## config.mk

```make
export PLATFORM = sky130hd
export DESIGN_NAME = thumb_branch_offset_codec_top
export DESIGN_NICKNAME = d
export VERILOG_FILES = /design/src/rtl/core/tboc_pkg.sv /design/src/rtl/core/thumb_branch_offset_codec_top.sv
export SDC_FILE = /design/constraint.sdc
export NUM_CORES = 1
export LEC_CHECK = 0
export ABC_AREA = 1
export BUFFER_PORTS_ARGS = -buffer_cell sky130_fd_sc_hd__buf_4
export CAP_MARGIN = 20
export CORE_MARGIN = 8
export CORE_UTILIZATION = 53
export CTS_CLUSTER_SIZE = 40
export DETAILED_ROUTE_END_ITERATION = 10
export PLACE_DENSITY = 0.82
export SYNTH_ARGS = -nofsm -noshare
export SYNTH_HDL_FRONTEND = slang
export SYNTH_SLANG_ARGS = --single-unit
```

## constraint.sdc

```tcl
create_clock -name clock -period 4.4 [get_ports clock]
set_input_delay 0.88 -clock clock [delete_from_list [all_inputs] [get_ports clock]]
set_output_delay 0.88 -clock clock [all_outputs]
set_load 0.02 [all_outputs]
```

## src/rtl/core/tboc_pkg.sv

```systemverilog
package tboc_pkg;

   localparam logic OP_DECODE = 1'b0;
   localparam logic OP_ENCODE = 1'b1;

   localparam logic [15:0] UPPER_MASK   = 16'hF800;
   localparam logic [15:0] UPPER_MATCH  = 16'hF000;
   localparam logic [15:0] BLX_MASK     = 16'hD001;
   localparam logic [15:0] BLX_MATCH    = 16'hC000;
   localparam logic [15:0] BL_MASK      = 16'hD000;
   localparam logic [15:0] BL_MATCH     = 16'hD000;
   localparam logic [15:0] UPPER_PREFIX = 16'hF000;
   localparam logic [15:0] LOWER_PREFIX = 16'hD000;

   localparam int unsigned DIFF_WIDTH = 34;

   typedef struct packed {
      logic        valid_res;
      logic [31:0] decoded_target;
      logic [15:0] enc_upper;
      logic [15:0] enc_lower;
   } result_type;

   function automatic result_type decode_fn(input logic [15:0] up, input logic [15:0] lo,
                                            input logic xchg, input logic [31:0] addr);
      result_type  res;
      logic        ok;
      logic        s;
      logic        i1;
      logic        i2;
      logic [31:0] disp;
      logic [29:0] base_word;
      logic [31:0] base;
      res = '0;
      ok = ((up & UPPER_MASK) == UPPER_MATCH) &&
           (xchg ? ((lo & BLX_MASK) == BLX_MATCH) : ((lo & BL_MASK) == BL_MATCH));
      s = up[10];
      i1 = ~(lo[13] ^ s);
      i2 = ~(lo[11] ^ s);
      disp = {{8{s}}, i1, i2, up[9:0], lo[10:0], 1'b0};
      base_word = addr[31:2] + 30'd1;
      base = {base_word, xchg ? 2'b00 : addr[1:0]};
      if (ok) begin
         res.valid_res = 1'b1;
         res.decoded_target = base + disp;
      end
      return res;
   endfunction

   function automatic result_type encode_fn(input logic [31:0] addr, input logic [31:0] target);
      result_type            res;
      logic [DIFF_WIDTH-1:0] d;
      logic                  in_range;
      logic                  s;
      logic                  j1;
      logic                  j2;
      res = '0;
      d = {2'b00, target} - {2'b00, addr} - DIFF_WIDTH'(4);
      // A 25-bit signed value has all bits above bit 24 equal to its sign bit.
      in_range = (d[DIFF_WIDTH-1:24] == '0) || (d[DIFF_WIDTH-1:24] == '1);
      s = d[24];
      j1 = ~(d[23] ^ s);
      j2 = ~(d[22] ^ s);
      if (in_range && !d[0]) begin
         res.valid_res = 1'b1;
         res.enc_upper = UPPER_PREFIX | {5'b0, s, d[21:12]};
         res.enc_lower = LOWER_PREFIX | {2'b0, j1, 1'b0, j2, d[11:1]};
      end
      return res;
   endfunction

endpackage

```

## src/rtl/core/thumb_branch_offset_codec_top.sv

```systemverilog
// Thumb-2 BL/BLX branch offset codec.
// Requests arrive on the req_ channel under a valid/ready handshake. A decode
// transaction checks a halfword pair for the BL or BLX pattern and returns the
// branch target; an encode transaction turns an instruction address and a
// target address into a BL halfword pair, or flags the displacement as invalid.
// Every request yields exactly one response on the rsp_ channel.
// Path from an accepted request to its response being shown: the input
// register, the field logic and adders, then the response register. Throughput
// is one transaction per cycle while the receiver does not stall; the block
// holds up to two transactions in flight.
// When the receiver stalls, the response register holds its value and the
// input register fills; req_ready drops only when both are occupied.
// Reset empties both stages; no response is shown after reset until a new
// request has been accepted.
module thumb_branch_offset_codec_top (
   input  logic        clock,
   input  logic        reset,
   input  logic        req_valid,
   output logic        req_ready,
   input  logic        req_operation,
   input  logic [15:0] req_upper_half,
   input  logic [15:0] req_lower_half,
   input  logic        req_exchange,
   input  logic [31:0] req_instr_address,
   input  logic [31:0] req_target_address,
   output logic        rsp_valid,
   input  logic        rsp_ready,
   output logic        rsp_valid_res,
   output logic [31:0] rsp_decoded_target,
   output logic [15:0] rsp_enc_upper,
   output logic [15:0] rsp_enc_lower
);

   logic        in_valid_ff;
   logic        in_valid_in;
   logic        op_ff;
   logic [15:0] upper_ff;
   logic [15:0] lower_ff;
   logic        exchange_ff;
   logic [31:0] instr_ff;
   logic [31:0] target_ff;

   logic                 out_valid_ff;
   logic                 out_valid_in;
   tboc_pkg::result_type result_ff;
   tboc_pkg::result_type result_in;

   logic out_load;
   logic in_load;

   assign out_load  = in_valid_ff && (!out_valid_ff || rsp_ready);
   assign req_ready = !in_valid_ff || out_load;
   assign in_load   = req_valid && req_ready;

   assign in_valid_in  = in_load || (in_valid_ff && !out_load);
   assign out_valid_in = out_load || (out_valid_ff && !rsp_ready);

   always_comb begin
      if (op_ff == tboc_pkg::OP_ENCODE) begin
         result_in = tboc_pkg::encode_fn(instr_ff, target_ff);
      end else begin
         result_in = tboc_pkg::decode_fn(upper_ff, lower_ff, exchange_ff, instr_ff);
      end
   end

   always_ff @(posedge clock) begin
      if (reset) begin
         in_valid_ff  <= 1'b0;
         out_valid_ff <= 1'b0;
      end else begin
         in_valid_ff  <= in_valid_in;
         out_valid_ff <= out_valid_in;
      end
   end

   always_ff @(posedge clock) begin
      if (in_load) begin
         op_ff       <= req_operation;
         upper_ff    <= req_upper_half;
         lower_ff    <= req_lower_half;
         exchange_ff <= req_exchange;
         instr_ff    <= req_instr_address;
         target_ff   <= req_target_address;
      end
      if (out_load) begin
         result_ff <= result_in;
      end
   end

   assign rsp_valid          = out_valid_ff;
   assign rsp_valid_res      = result_ff.valid_res;
   assign rsp_decoded_target = result_ff.decoded_target;
   assign rsp_enc_upper      = result_ff.enc_upper;
   assign rsp_enc_lower      = result_ff.enc_lower;

endmodule

```

==> flow_summary.json, run 1 <==
{
  "timing.final.crit_share": 0.9631,
  "maxSlewHeadroom": 0.4808,
  "core-area_sq_mm": 0.02089,
  "grt_setup_unrepaired": "true",
  "critical_path_arrival_ps": 4420,
  "numPortBuffers": 167,
  "dpl_cell_area_sq_mm": 0.01276,
  "yosys_most_used_dff": "edfxtp_1",
  "route.vias.total": 10070,
  "postSynthCellCount": 1465,
  "synth-edff-count": 156,
  "hold_viol": 0,
  "r2r_slack_ps": 160,
  "grt_overflow_total": 0,
  "root_buffer": "clkbuf_16",
  "path_clk_slew_ps": 80,
  "critPathCaptureType": "flop",
  "startpoint_type": "flop",
  "ys_ff_latch": 158,
  "die_x_um": 161.3,
  "netlist_top_cells_count": "450 x nand2_1, 274 x inv_1, 156 x edfxtp_1",
  "antenna_found_initial": 0,
  "synth_nets": 1633,
  "hp-class": "reg2reg",
  "cts_tree": "yes",
  "totalWireLength_mm": 32.24,
  "vias_per_cell": 5.184,
  "htreeDepth": 4,
  "fmax_mhz": 236.0,
  "cp_max_fo": 4,
  "synth_area_sq_mm": 0.01119,
  "cts_max_path_buffers": 2,
  "setup_viol": 0,
  "ir_drop_mv": 0.2345,
  "yosysSeqAreaShare": 0.4222,
  "dp_hpwl_mm": 26.39,
  "die_h_um": 161.3,
  "cpPeakStageDelay_ps": 410,
  "design_area_sq_mm": 0.01363,
  "area_growth_pct": 21.77,
  "slew_violations": 0,
  "nets": 1822,
  "total_power_w": 0.004359,
  "pin_count": 169,
  "synth_area_leaders": "edfxtp_1 42%, nand2_1 15%, inv_1 9.2%, ha_1 7.2%, nor2_1 4.1%",
  "ys_warn_count": 0,
  "synth_most_common_cell": "nand2_1",
  "insertedDiodeCount": 0,
  "min_period_ps": 4238,
  "cp_slowest_cell": "edfxtp_1",
  "drc": 0,
  "yosysTopAreaCellShare": 0.4186,
  "grt_pass1_vias": 9453,
  "num_rows": 53,
  "worstMarginPinSlew_ps": 778.8,
  "finalClockSkew_ps": 17.08,
  "synth.avg_cell_area_sq_um": 7.639,
  "whs_ps": 525.5,
  "dieArea_sq_mm": 0.02602,
  "initial_core_util": 0.5357,
  "drt-pass1-iter-count": 9,
  "status": "finished clean",
  "total_leakage_power_nw": 6.899,
  "cts_made_buffers": 17,
  "clk-insertion-delay-late_ps": 430,
  "cp.required_ps": 4580,
  "grt_max_degree": 59,
  "powerDensity_mw_per_mm2": 319.9,
  "async_flop_share": 0,
  "drt-initial-drc-count": 747,
  "layout-drive-gt1-share": 0.1854,
  "grt_pass1_wl_mm": 49.22,
  "gp_congestion": 0.9929,
  "wl_per_cell_um": 16.60,
  "synth_top_cell_by_area": "edfxtp_1",
  "cts_sinks": 158,
  "grt_usage": 0.2422,
  "maxCapViolCount": 0,
  "path_class": "reg2reg",
  "ctsHoldBuffers": 0,
  "ant_nets": 0,
  "yosysUniqueCellTypes": 44
}
-- worst max-delay path, delay by kind of cell, from the launching register on --
| kind | cells | cell delay [ps] |
|---|---|---|
| AO/OA/AOI/OAI | 1 | 80 |
| XOR/XNOR | 1 | 160 |
| adder cells (fa/ha/maj) | 2 | 510 |
| buffers and inverters | 3 | 230 |
| flip-flops | 1 | 410 |
| AND/OR/NAND/NOR | 22 | 2560 |
-- per-layer routing --
layer | GRT usage | share of wire | routed length [um]
met1 | 0.3150 | 0.44 | 14120
met2 | 0.4016 | 0.47 | 15170
met3 | 0.04301 | 0.068 | 2193
met4 | 0.08123 | 0.024 | 765
met5 | 0 | 0 | 0
-- cell usage in the layout (no fill, tap or decap), types with 6 or more instances in the layout --
master	Yosys	layout
buf_4	7	181
clkinv_8	0	6
a21oi_1	81	80
o21ai_0	42	41
nand3_1	75	70
and2_1	6	6
inv_8	0	6
ha_1	64	62
inv_1	274	270
nor3_1	14	11
nand4_1	20	20
nor2_4	4	6
nor2_1	121	115
edfxtp_1	156	156
clkbuf_16	0	17
xor2_1	34	34
nand3_2	10	14
xnor2_1	8	8
nand2_1	450	445
nor2_2	26	30
o21a_1	9	9
nand2_2	12	15
-- cells by family (layout without fill, tap and decap cells) --
logic type	Yosys count	after routing	share of synthesized area
simple gates	761	761	0.2966
compound gates	146	146	0.07044
xor+xnor	43	43	0.03433
fa+ha+maj	66	66	0.07513
flops	158	158	0.4222
other cells	1	1	0.0003351
buf+inv	290	492	0.1010
-- flip-flops by register name, summed over array words and instances, names as in the netlist --
name and flops:
rsp_enc_lower 14, rsp_decoded_target 32, exchange_ff 1, op_ff 1, in_valid_ff 1, rsp_valid_res 1
rsp_enc_upper 11, upper_ff 16, target_ff 32, instr_ff 32, lower_ff 16, rsp_valid 1
-- metrics by stage --
stage	utilization	setup TNS, ps	setup WS (ps)	cells
floorplan	-	0	160.4	1465
global placement	0.6108	0	318.3	1898
detailed placement	0.6108	0	76.35	1898
CTS	0.6404	0	28.45	1930
global route	0.6524	-248.3	-133.0	1942
finish	0.6524	0	162.3	1942
-- power breakdown --
group          internal (W)  switching [W]
clock              0.000777       0.000720
sequential          0.00173      0.0000450
combinational      0.000374       0.000714
-- final cells by class --
| cell class | instances | area (sq um) |
|---|---|---|
| fillers | 1814 | 7262 |
| inverters | 277 | 1045 |
| flip-flops and latches | 158 | 4725 |
| well taps | 275 | 344.1 |
| clock inverters | 15 | 191.4 |
| clock buffers | 17 | 425.4 |
| repair buffers | 183 | 1399 |
| multi-input cells | 1017 | 5498 |
-- repair_timing --
item | in CTS | in global routing
resized for setup | 0 | 35
setup endpoints to repair | 0 | 6
setup buffers | 0 | 12
-- path summary, 6_finish.rpt --
path	start	to	cells after the start
setup / recovery	instr_ff[2]$_DFFE_PP_	rsp_decoded_target[31]$_SDFFCE_PP0P_	29
hold reg to reg	in_valid_ff$_SDFF_PP0_	rsp_valid$_SDFF_PP0_	2
hold / removal	in_valid_ff$_SDFF_PP0_	rsp_valid$_SDFF_PP0_	2
setup reg to reg	instr_ff[2]$_DFFE_PP_	rsp_decoded_target[31]$_SDFFCE_PP0P_	29
Power figures use the tool's default switching activity.
==> inputs of run 2 (changes only) <==
--- a/config.mk
+++ b/config.mk
@@ -5,14 +5,13 @@
 export SDC_FILE = /design/constraint.sdc
 export NUM_CORES = 1
 export LEC_CHECK = 0
-export ABC_AREA = 1
-export BUFFER_PORTS_ARGS = -buffer_cell sky130_fd_sc_hd__buf_4
 export CAP_MARGIN = 20
 export CORE_MARGIN = 8
 export CORE_UTILIZATION = 53
 export CTS_CLUSTER_SIZE = 40
 export DETAILED_ROUTE_END_ITERATION = 10
-export PLACE_DENSITY = 0.82
+export DONT_BUFFER_PORTS = 1
+export PLACE_DENSITY = 0.75
 export SYNTH_ARGS = -nofsm -noshare
 export SYNTH_HDL_FRONTEND = slang
 export SYNTH_SLANG_ARGS = --single-unit
==> flow_summary.json, run 2 <==
{
  "grt_overflow_total": 0,
  "final_common_cell": "edfxtp_1",
  "cts_tree": "yes",
  "synth_area_leaders": "edfxtp_1 48%, ha_1 8.1%, xnor2_1 6.7%, a21oi_1 3.1%, nor2_1 2.9%",
  "path_clk_slew_ps": 70,
  "dpl_worst_slack_ps": -380.9,
  "min_period_ps": 4669,
  "drt-pass1-iter-count": 5,
  "postSynthCellCount": 907,
  "r2r_cells": 16,
  "ys_ff_latch": 158,
  "area_growth_pct": 22.38,
  "synth_most_common_cell": "edfxtp_1",
  "maxSlewHeadroom": 0.4163,
  "hp-class": "reg2reg",
  "root_buffer": "clkbuf_16",
  "netlist_top_cells_count": "156 x edfxtp_1, 77 x nor2_1, 75 x xnor2_1",
  "synth_area_sq_mm": 0.009854,
  "grt_max_degree": 60,
  "critical_path_arrival_ps": 4940,
  "timing.final.crit_share": 1.061,
  "grt_pass1_vias": 7284,
  "synth_top_cell_by_area": "edfxtp_1",
  "post-route-util": 0.6535,
  "whs_path_depth": 2,
  "powerDensity_mw_per_mm2": 362.8,
  "r2r_slack_ps": -270,
  "finalClockSkew_ps": 10.78,
  "synth-edff-count": 156,
  "initial_core_util": 0.5340,
  "numPortBuffers": 0,
  "pin_count": 169,
  "hp-start": "in_valid_ff$_SDFF_PP0_",
  "path_class": "reg2reg",
  "slew_violations": 0,
  "ir_drop_mv": 0.2727,
  "grt_setup_unrepaired": "true",
  "finalNonFillerCells": 1306,
  "totalWireLength_mm": 25.12,
  "clk-insertion-delay-late_ps": 430,
  "dp_hpwl_mm": 19.20,
  "grt_usage": 0.2120,
  "whs_ps": 519.5,
  "total_leakage_power_nw": 4.750,
  "wl_per_cell_um": 19.23,
  "r2r_end": "rsp_enc_lower[8]$_SDFFCE_PN0P_",
  "route.vias.total": 7520,
  "critPathCaptureType": "flop",
  "yosysUniqueCellTypes": 76,
  "setup_slack_ps": -269.4,
  "hold_viol": 0,
  "ctsHoldBuffers": 0,
  "async_flop_share": 0,
  "worstMarginPinSlew_ps": 873.7,
  "num_rows": 50,
  "htreeDepth": 4,
  "vias_per_cell": 5.758,
  "layout-drive-gt1-share": 0.2507,
  "ys_warn_count": 0,
  "setup_viol": 26,
  "dpl_cell_area_sq_mm": 0.01114,
  "antenna_found_initial": 7,
  "violations": "setup timing",
  "cts_made_buffers": 17,
  "nets": 1220,
  "status": "complete, but fails checks",
  "cp.required_ps": 4670,
  "design_area_sq_mm": 0.01206,
  "worstHoldEndpoint": "rsp_valid$_SDFF_PP0_",
  "synth.avg_cell_area_sq_um": 10.86,
  "dp_cells": 1259,
  "grt_pass1_wl_mm": 38.78,
  "yosys_most_used_dff": "edfxtp_1",
  "gp_congestion": 0.9263,
  "die_x_um": 152.4,
  "ant_nets": 0,
  "worstReg2RegStart": "instr_ff[0]$_DFFE_PP_",
  "cts_sinks": 158,
  "drt-initial-drc-count": 510,
  "final_cell_mix": "156 x edfxtp_1, 152 x buf_4, 77 x nor2_1, 74 x xnor2_1, 61 x ha_1",
  "dieArea_sq_mm": 0.02321,
  "core-area_sq_mm": 0.01846,
  "cts_max_path_buffers": 2,
  "maxCapViolCount": 0,
  "die_h_um": 152.4,
  "startpoint_type": "flop",
  "fmax_mhz": 214.2,
  "yosysTopAreaCellShare": 0.4754,
  "drc": 0,
  "synth_nets": 1075,
  "cp_max_fo": 21,
  "yosysSeqAreaShare": 0.4794
}
==> run 2: cell types whose count changed after synthesis, moves of 12 or more <==
| cell | previous run | this run |
|---|---|---|
| xnor2_1 | 8 | 75 |
| a21oi_1 | 81 | 62 |
| nor2b_1 | 0 | 14 |
| nand2_1 | 450 | 47 |
| nand2_2 | 12 | 0 |
| nor2_1 | 121 | 77 |
| a211oi_1 | 0 | 13 |
| a21oi_2 | 0 | 19 |
| nand3_1 | 75 | 23 |
| a21o_1 | 1 | 31 |
| inv_1 | 274 | 46 |
| nor2_2 | 26 | 0 |
==> run 2: stage by stage <==
step / setup TNS, ps / power (W)
2_1_floorplan: -1588 / 0.002506
3_3_place_gp: -3583 / 0.002831
3_5_place_dp: -6959 / 0.002846
4_1_cts: -4325 / 0.004366
5_1_grt: -8847 / 0.004559
6_report: -5112 / 0.004375
==> run 2: worst max-delay path by stage <==
stage	from	end	slack, ps	depth (start not counted)
6_report	instr_ff[0]$_DFFE_PP_	rsp_enc_lower[8]$_SDFFCE_PN0P_	-270	16
5_1_grt	instr_ff[6]$_DFFE_PP_	rsp_enc_lower[8]$_SDFFCE_PN0P_	-430	17
4_1_cts	instr_ff[0]$_DFFE_PP_	rsp_enc_lower[8]$_SDFFCE_PN0P_	-270	16
3_5_place_dp	instr_ff[0]$_DFFE_PP_	rsp_enc_lower[8]$_SDFFCE_PN0P_	-380	16
3_3_place_gp	instr_ff[0]$_DFFE_PP_	rsp_enc_lower[8]$_SDFFCE_PN0P_	-220	16
2_1_floorplan	instr_ff[0]$_DFFE_PP_	rsp_enc_lower[10]$_SDFFCE_PN0P_	-90	17
==> run 2: cells by family after synthesis <==
| kind of cell | count (synthesis) | share of synthesized area |
|---|---|---|
| and+or+nand+nor | 261 | 0.1366 |
| muxes | 8 | 0.008253 |
| DFF | 158 | 0.4794 |
| buffers and inverters | 78 | 0.03809 |
| xor gates and xnor gates | 102 | 0.09066 |
| adders and majority gates | 66 | 0.08532 |
| AOI/OAI and AO/OA | 233 | 0.1612 |
| other | 1 | 0.0003805 |
==> run 2: timing repair <==
action / in CTS / in global routing
setup endpoints to repair: 27 / 31
pin swaps: 4 / 28
resized for setup: 11 / 33
hold endpoints to repair: 0 / 0
setup buffers: 3 / 4
==> run 2: routing by layer <==
metal,GRT usage,up-vias,share of wire
met5,0,-,0
met4,0.09043,0,0.027
met3,0.05701,50,0.065
met2,0.3396,253,0.48
met1,0.2664,3541,0.43
li1,-,3676,-
==> run 2: layout make-up <==
class	instances	area, sq um
clock buffer	17	425.4
fill	1409	6395
inverter	47	176.4
clock inverter	15	173.9
sequential	158	4725
tap	234	292.8
timing repair buffer	157	1240
multi-input combinational	671	5010
antenna	7	17.52
==> run 2: worst max-delay path: stages (launching register included) <==
cell and delay, ps:
edfxtp_1 400, ha_2 230, fa_2 390, nor2b_4 140
o31ai_2 80, a221o_2 420, a21oi_2 170, nand2b_4 150
a31oi_1 120, or4b_4 580, nand4b_4 190, or4b_1 490
a211oi_2 190, mux2i_1 100, or4_4 450, buf_12 190
a22oi_2 190
==> run 2: where the power goes <==
group / total [W] / switching, W / internal (W) / leakage, nW
clock: 0.00151 / 0.000649 / 0.000857 / 0.299
combinational: 0.00105 / 0.000564 / 0.000481 / 2.97
sequential: 0.00182 / 0.0000775 / 0.00175 / 1.48
total: 0.00437 / 0.00129 / 0.00308 / 4.75
==> inputs of run 3 (changes only) <==
--- a/config.mk
+++ b/config.mk
@@ -12,6 +12,7 @@
 export DETAILED_ROUTE_END_ITERATION = 10
 export DONT_BUFFER_PORTS = 1
 export PLACE_DENSITY = 0.75
+export SKIP_CTS_REPAIR_TIMING = 1
 export SYNTH_ARGS = -nofsm -noshare
 export SYNTH_HDL_FRONTEND = slang
 export SYNTH_SLANG_ARGS = --single-unit
==> flow_summary.json, run 3 (synthesized netlist as in run 2, its figures left out) <==
{
  "status": "complete, but fails checks",
  "violations": "setup timing",
  "totalWireLength_mm": 25.11,
  "cts_sinks": 158,
  "route.vias.total": 7495,
  "fillCellCount": 1417,
  "drc": 0,
  "cp.required_ps": 4670,
  "critical_path_arrival_ps": 4960,
  "grt_setup_unrepaired": "true",
  "antenna_found_initial": 5,
  "critPathCaptureType": "flop",
  "drt-pass1-iter-count": 5,
  "cp_max_fo": 21,
  "num_rows": 50,
  "nets": 1218,
  "final_cell_mix": "156 x edfxtp_1, 150 x buf_4, 77 x nor2_1, 74 x xnor2_1, 61 x ha_1",
  "grt_pass1_wl_mm": 38.51,
  "cp_slowest_cell": "or4b_4",
  "grt_max_degree": 60,
  "gp_congestion": 0.9263,
  "hp-start": "reset",
  "vias_per_cell": 5.757,
  "finalClockSkew_ps": 9.943,
  "maxCapViolCount": 0,
  "die_x_um": 152.4,
  "ant_nets": 0,
  "dieArea_sq_mm": 0.02321,
  "cts_tree": "yes",
  "numPortBuffers": 0,
  "grt_usage": 0.2103,
  "total_leakage_power_nw": 4.746,
  "path_class": "reg2reg",
  "powerDensity_mw_per_mm2": 362.9,
  "r2r_slack_ps": -290,
  "dp_hpwl_mm": 19.20,
  "core-area_sq_mm": 0.01846,
  "cp_cell_sequence": "ha_4, fa_2, nor2b_4, o31ai_2, a221o_2, a21oi_4, a311oi_2, xnor2_1, or4b_4, nand4b_4, or4b_1, a211oi_2, mux2i_1, or4_4, buf_12, a22oi_2",
  "hold_viol": 0,
  "cts_made_buffers": 17,
  "multi_input_area_sq_mm": 0.005009,
  "clk-insertion-delay-late_ps": 430,
  "finalNonFillerCells": 1302,
  "post-route-util": 0.6523,
  "wl_per_cell_um": 19.29,
  "setup_slack_ps": -289.1,
  "root_buffer": "clkbuf_16",
  "htreeDepth": 4,
  "hp-class": "in2reg",
  "timing.final.crit_share": 1.066,
  "worstMarginPinSlew_ps": 872.6,
  "slew_violations": 0,
  "fmax_mhz": 213.3,
  "worstHoldEndpoint": "in_valid_ff$_SDFF_PP0_",
  "setup_viol": 26,
  "die_h_um": 152.4,
  "r2r_cells": 16,
  "cts_max_path_buffers": 2,
  "drt-initial-drc-count": 432,
  "worstReg2RegStart": "instr_ff[0]$_DFFE_PP_",
  "startpoint_type": "flop",
  "final_common_cell": "edfxtp_1",
  "pin_count": 169,
  "grt_pass1_vias": 7237,
  "initial_core_util": 0.5340,
  "area_growth_pct": 22.17,
  "layout-drive-gt1-share": 0.2437,
  "grt_overflow_total": 0,
  "path_clk_slew_ps": 70,
  "min_period_ps": 4689,
  "regArea_sq_mm": 0.004725,
  "dp_cells": 1259,
  "r2r_end": "rsp_enc_lower[8]$_SDFFCE_PN0P_",
  "ir_drop_mv": 0.2715,
  "cpPeakStageDelay_ps": 550,
  "maxSlewHeadroom": 0.4170,
  "whs_path_depth": 1
}
-- run 3: how the worst max path moves through the flow --
stage	endpoint	startpoint	cells after the start	slack, ps
floorplan	rsp_enc_lower[10]$_SDFFCE_PN0P_	instr_ff[0]$_DFFE_PP_	17	-90
global placement	rsp_enc_lower[8]$_SDFFCE_PN0P_	instr_ff[0]$_DFFE_PP_	16	-220
detailed placement	rsp_enc_lower[8]$_SDFFCE_PN0P_	instr_ff[0]$_DFFE_PP_	16	-380
CTS	rsp_enc_lower[8]$_SDFFCE_PN0P_	instr_ff[0]$_DFFE_PP_	16	-450
global route	rsp_enc_lower[8]$_SDFFCE_PN0P_	instr_ff[0]$_DFFE_PP_	16	-440
finish	rsp_enc_lower[8]$_SDFFCE_PN0P_	instr_ff[0]$_DFFE_PP_	16	-290
-- run 3: layout make-up --
class | instances | area share
clock inverters | 15 | 0.01445
diodes | 5 | 0.001039
inverters | 47 | 0.01465
clock buffers | 17 | 0.03534
flip-flops and latches | 158 | 0.3924
repair buffers | 155 | 0.1017
multi-input cells | 671 | 0.4160
well taps | 234 | 0.02432
-- run 3: worst max-delay path, delay by kind of cell (launching register included) --
kind                       cells  cell delay [ps]
and+or+nand+nor                5             1830
xor gates and xnor gates       1              180
muxes                          1              100
adders and majority gates      2              600
buffers and inverters          1              190
AOI/OAI and AO/OA              6             1180
DFF                            1              440
-- run 3: routing by layer --
layer  track usage  part of all wire  vias to the layer above
met5             0                 0                        -
met4       0.08139             0.025                        0
met3       0.05559             0.065                       42
met2        0.3394              0.48                      263
met1        0.2657              0.43                     3525
li1              -                 -                     3665
-- run 3: where the power goes --
| group | switching [W] | leakage, nW | internal [W] | total [W] |
|---|---|---|---|---|
| Combinational | 0.000562 | 2.97 | 0.000479 | 0.00104 |
| Sequential | 0.0000779 | 1.48 | 0.00175 | 0.00182 |
| Clock | 0.000647 | 0.299 | 0.000857 | 0.00150 |
-- run 3: stage by stage --
stage                     TNS (ps)  setup slack, ps  power, W  hold WS (ps)  cell area (sq um)
final                        -5723           -289.1  0.004369         520.4              12040
after detailed placement     -6959           -380.9  0.002846         508.1              11140
after global routing         -9348           -439.4  0.004556         505.3              12040
after floorplan              -1588           -87.64  0.002506         477.8               9882
after global placement       -3583           -215.7  0.002831         505.1              11140
after CTS                    -8037           -446.9  0.004354         502.5              11740
